**src/flpa_pkg.sv**
```systemverilog
package flpa_pkg;

	localparam int PAGE_W  = 10;
	localparam int COUNT_W = 11;
	localparam int LINK_DEPTH = 1024;

	localparam logic MODE_ALLOC = 1'b0;
	localparam logic MODE_FREE  = 1'b1;

	localparam logic [1:0] STATUS_OK       = 2'd0;
	localparam logic [1:0] STATUS_FULL     = 2'd1;
	localparam logic [1:0] STATUS_BAD_FREE = 2'd2;

	typedef struct packed {
		logic              mode;
		logic [PAGE_W-1:0] page_number;
	} in_item_t;

	typedef struct packed {
		logic [PAGE_W-1:0] page_number_res;
		logic [1:0]        status;
	} out_item_t;

	typedef enum logic [1:0] {
		ST_IDLE,
		ST_EXEC,
		ST_GROW,
		ST_SETTLE
	} state_t;

	typedef struct packed {
		logic load;
		logic push;
		logic pop;
		logic reject_free;
		logic reject_full;
		logic grow_start;
		logic grow_step;
	} ctrl_cmd_t;

	typedef struct packed {
		logic op_free;
		logic head_zero;
		logic free_ok;
		logic grow_ok;
		logic grow_last;
	} ctrl_sts_t;

endpackage

```
**src/flpa_ctrl.sv**
```systemverilog
module flpa_ctrl
	import flpa_pkg::*;
(
	input  logic      clk,
	input  logic      arst_n,
	input  logic      start,
	input  ctrl_sts_t sts,
	output ctrl_cmd_t cmd,
	output logic      busy
);

	state_t state_q;
	state_t state_d;

	always_ff @(posedge clk or negedge arst_n) begin
		if (!arst_n) begin
			state_q <= ST_IDLE;
		end else begin
			state_q <= state_d;
		end
	end

	always_comb begin
		state_d = state_q;
		unique case (state_q)
			ST_IDLE: begin
				if (start) state_d = ST_EXEC;
			end
			ST_EXEC: begin
				if (!sts.op_free && sts.head_zero && sts.grow_ok) state_d = ST_GROW;
				else state_d = ST_IDLE;
			end
			ST_GROW: begin
				if (sts.grow_last) state_d = ST_SETTLE;
			end
			ST_SETTLE: begin
				state_d = ST_EXEC;
			end
			default: begin
				state_d = ST_IDLE;
			end
		endcase
	end

	always_comb begin
		cmd  = '0;
		busy = 1'b1;
		unique case (state_q)
			ST_IDLE: begin
				busy     = 1'b0;
				cmd.load = start;
			end
			ST_EXEC: begin
				if (sts.op_free) begin
					cmd.push        = sts.free_ok;
					cmd.reject_free = !sts.free_ok;
				end else if (!sts.head_zero) begin
					cmd.pop = 1'b1;
				end else begin
					cmd.grow_start  = sts.grow_ok;
					cmd.reject_full = !sts.grow_ok;
				end
			end
			ST_GROW: begin
				cmd.grow_step = 1'b1;
			end
			ST_SETTLE: begin
			end
			default: begin
			end
		endcase
	end

endmodule

```
**config.mk**
```make
export PLATFORM = sky130hd
export DESIGN_NAME = flpa_ctrl
export DESIGN_NICKNAME = d
export VERILOG_FILES = /design/src/flpa_pkg.sv /design/src/flpa_ctrl.sv
export SDC_FILE = /design/constraint.sdc
export NUM_CORES = 1
export LEC_CHECK = 0
export BUFFER_PORTS_ARGS = -buffer_cell sky130_fd_sc_hd__buf_4
export CAP_MARGIN = 20
export CORE_AREA = 2 2 39 41
export CTS_CLUSTER_DIAMETER = 120
export DETAILED_ROUTE_END_ITERATION = 12
export DIE_AREA = 0 0 41 43
export HOLD_SLACK_MARGIN = 0.08
export RECOVER_POWER = 100
export SLEW_MARGIN = 20
export SYNTH_ARGS = -nofsm -noshare
export SYNTH_HDL_FRONTEND = slang
export SYNTH_SLANG_ARGS = --single-unit
```
**constraint.sdc**
```tcl
create_clock -name clk -period 1.2 [get_ports clk]
set_clock_uncertainty 0.15 [all_clocks]
set_input_delay 0 -clock clk [delete_from_list [all_inputs] [get_ports clk]]
set_output_delay 0 -clock clk [all_outputs]
set_load 0.02 [all_outputs]
```
==> impl_metrics.yaml <==
timing:
  clock.fmax_ghz: 0.697
  setup_viol: 10
  layout_setup_ws_ns: -0.235
  slew_headroom: 0.877
  period_share: 1.20
  hold_viol: 0
  rsz0062_at_grt: "yes"
  drv_slew: 0
  hold_ws_ns: 0.0866
  fin_tns_setup_ns: -1.89
  tightest_slew_ns: 0.185
  min_period_ns: 1.43
yosys:
  synthTopCellsByArea: "dfrtp_1 (24%), ha_1 (24%), mux2i_1 (9.5%), inv_1 (7.1%), and4bb_2 (6.0%)"
  synth-edff-count: 0
  synthMuxAreaShare: 0.0952
  synth-simple-area-share: 0.292
  mappedNetlistArea_um2: 210
  seq_area_frac_synth: 0.238
  syn_inst: 23
  ys_seq_elements: 2
  yosys_warnings: 0
  synth_top_family_by_area: "simple AND/OR/NAND/NOR gates"
  synth-xor-area-share: 0
  synth_nets: 35
  synthAdderAreaFrac: 0.238
  synth_top_area_frac: 0.238
  synth_top_area_cell: "dfrtp_1"
  synth_compound_area_frac: 0.0655
  synth_common_cells: "ha_1 (4), inv_1 (4), dfrtp_1 (2), mux2i_1 (2), nand2_1 (2)"
  synth_cell_types: 14
  synth-async-reset-ratio: 1.00
  synthFlopType: "dfrtp_1"
  syn_avg_cell_area_um2: 9.14
die:
  die_h_um: 43
  pin_count: 16
  fp-row-count: 14
  die_area_mm2: 0.00176
  fp.dieW_um: 41
  core_area_mm2: 0.00138
  initial_core_util: 0.152
setup_path:
  critical_path.top_delay_family: "flip-flops"
  cp.arrival_ns: 1.28
  endpoint_kind: "output pin"
  worst_ep_required_time_ns: 1.05
  critPathLaunchType: "flop"
  path_cells: "ha_4 -> buf_6 -> and4bb_2 -> buf_6"
  critPathSlowestCell: "dfrtp_1"
  cp_slowest_stage_delay_ns: 0.42
  cpMostUsedCell: "buf_6"
  path_max_fanout: 4
  cp.buffers_inverters: 2
  critPathKind: "reg -> out"
cts:
  cts.sinks: 2
  clock_path_buffers: 2
  cts_tree: "built"
  clockRootBuffer: "clkbuf_4"
  cts_buffers: 3
  cts_max_level: 1
  cts.clk_slew.worst_paths_ns: 0.03
  clock_latency_ns: 0.22
routing:
  via_per_inst: 3.96
  wl_um: 608
  drtPass1Iterations: 1
  drc_errors: 0
  routedWlPerCell_um: 8.56
  postRouteAntennaNets: 0
  vias: 281
  drtIter0Drc: 0
placement:
  place_congestion: 0.675
  placed_area_um2: 412
  io_buffers: 15
  dp_hpwl_um: 438
final_layout:
  fin_nets: 69
  largest-register: "state_q"
  reg.largest.list: "state_q: 2 flops"
  layout-drive-gt1-share: 0.782
  register_area_um2: 50.0
  n_antenna_cell: 0
  largest_reg_flops: 2
  final_area_um2: 603
  num-fill-cells: 142
  syn2layout_area_growth_pct: 187
  multi_input_area_um2: 211
  post-route-util: 0.436
run_status:
  status: "finished with violations"
  failed_checks: "negative setup slack"
power:
  peakVddDrop_mv: 0.810
  leakage_nw: 0.284
  power.total_mw: 1.03
  p_per_area_mw_per_mm2: 1700
run:
  drv_cap: 0
min_path:
  hp-class: "in -> out"
grt:
  grt_overflow: 0
  grt_pass1_wl_um: 821
  grt_pass1_vias: 247
  grt_max_degree: 6
  antenna_found_initial: 0
  grt_util_all_layers: 0.0743
[worst reg2reg max path, cell delays in order, from the launching register on]
cell and delay, ns:
dfrtp_1 0.42, inv_2 0.09, buf_12 0.13, ha_4 0.16, inv_4 0.06, mux2i_1 0.17
o2bb2ai_1 0.09
[cell type report]
| class | count | area share |
|---|---|---|
| Timing Repair Buffer | 29 | 0.467 |
| Multi-Input combinational cell | 17 | 0.351 |
| Sequential cell | 2 | 0.0830 |
| Clock buffer | 3 | 0.0373 |
| Tap cell | 16 | 0.0332 |
| Inverter | 4 | 0.0290 |
[layer usage]
metal	global-route usage	routed length [um]
met1	0.0611	207
met2	0.125	364
met3	0.0157	36
met4	0.0800	0
met5	0	0
[final timing paths]
check	end	start	depth (start not counted)	slack, ns
worst min register to register	state_q[1]$_DFFE_PN0P_	state_q[1]$_DFFE_PN0P_	2	0.48
worst max-delay path	cmd[2]	state_q[0]$_DFFE_PN0P_	4	-0.23
worst max register to register	state_q[1]$_DFFE_PN0P_	state_q[0]$_DFFE_PN0P_	6	-0.20
max in group asynchronous	state_q[1]$_DFFE_PN0P_	arst_n	3	0.28
min in group asynchronous	state_q[0]$_DFFE_PN0P_	arst_n	3	0.50
worst min-delay path	cmd[3]	sts[2]	3	0.09
[where the power goes]
group | switching (mW) | internal, mW
Sequential | 0.0304 | 0.0907
Clock | 0.0391 | 0.110
Combinational | 0.304 | 0.452
[repair_timing]
action	in CTS	in global routing
buffers inserted	4	1
pin swaps	5	4
hold buffers	4	0
hold endpoints to repair	4	0
setup endpoints to repair	10	10
gates resized for setup	17	5
[stage by stage]
stage	instances	setup slack, ns
floorplan	23	-0.150
global placement	59	-0.137
detailed placement	59	-0.197
CTS	70	-0.248
global route	71	-0.279
finish	71	-0.235
[placed cells by master (no fill, tap or decap)]
master,Yosys,layout
and4b_2,0,1
nor2_2,0,1
mux2i_1,2,2
o2bb2ai_1,1,1
inv_4,0,1
inv_2,0,3
dfrtp_1,2,2
ha_1,4,1
buf_6,0,11
buf_12,0,1
dlygate4sd3_1,0,4
o21ai_4,0,1
buf_4,0,12
nand2b_1,1,1
nand2_1,2,1
nor3b_2,0,1
ha_4,0,3
and4bb_2,1,1
and2_4,0,1
clkbuf_4,0,4
nand2_2,0,1
and3_4,0,1
[cells by family after synthesis]
family | after synthesis
DFF | 2
adders and majority gates | 4
buffers and inverters | 4
muxes | 2
and+or+nand+nor | 9
AOI/OAI and AO/OA | 2
Note: power is estimated with default switching activity, not from simulation.
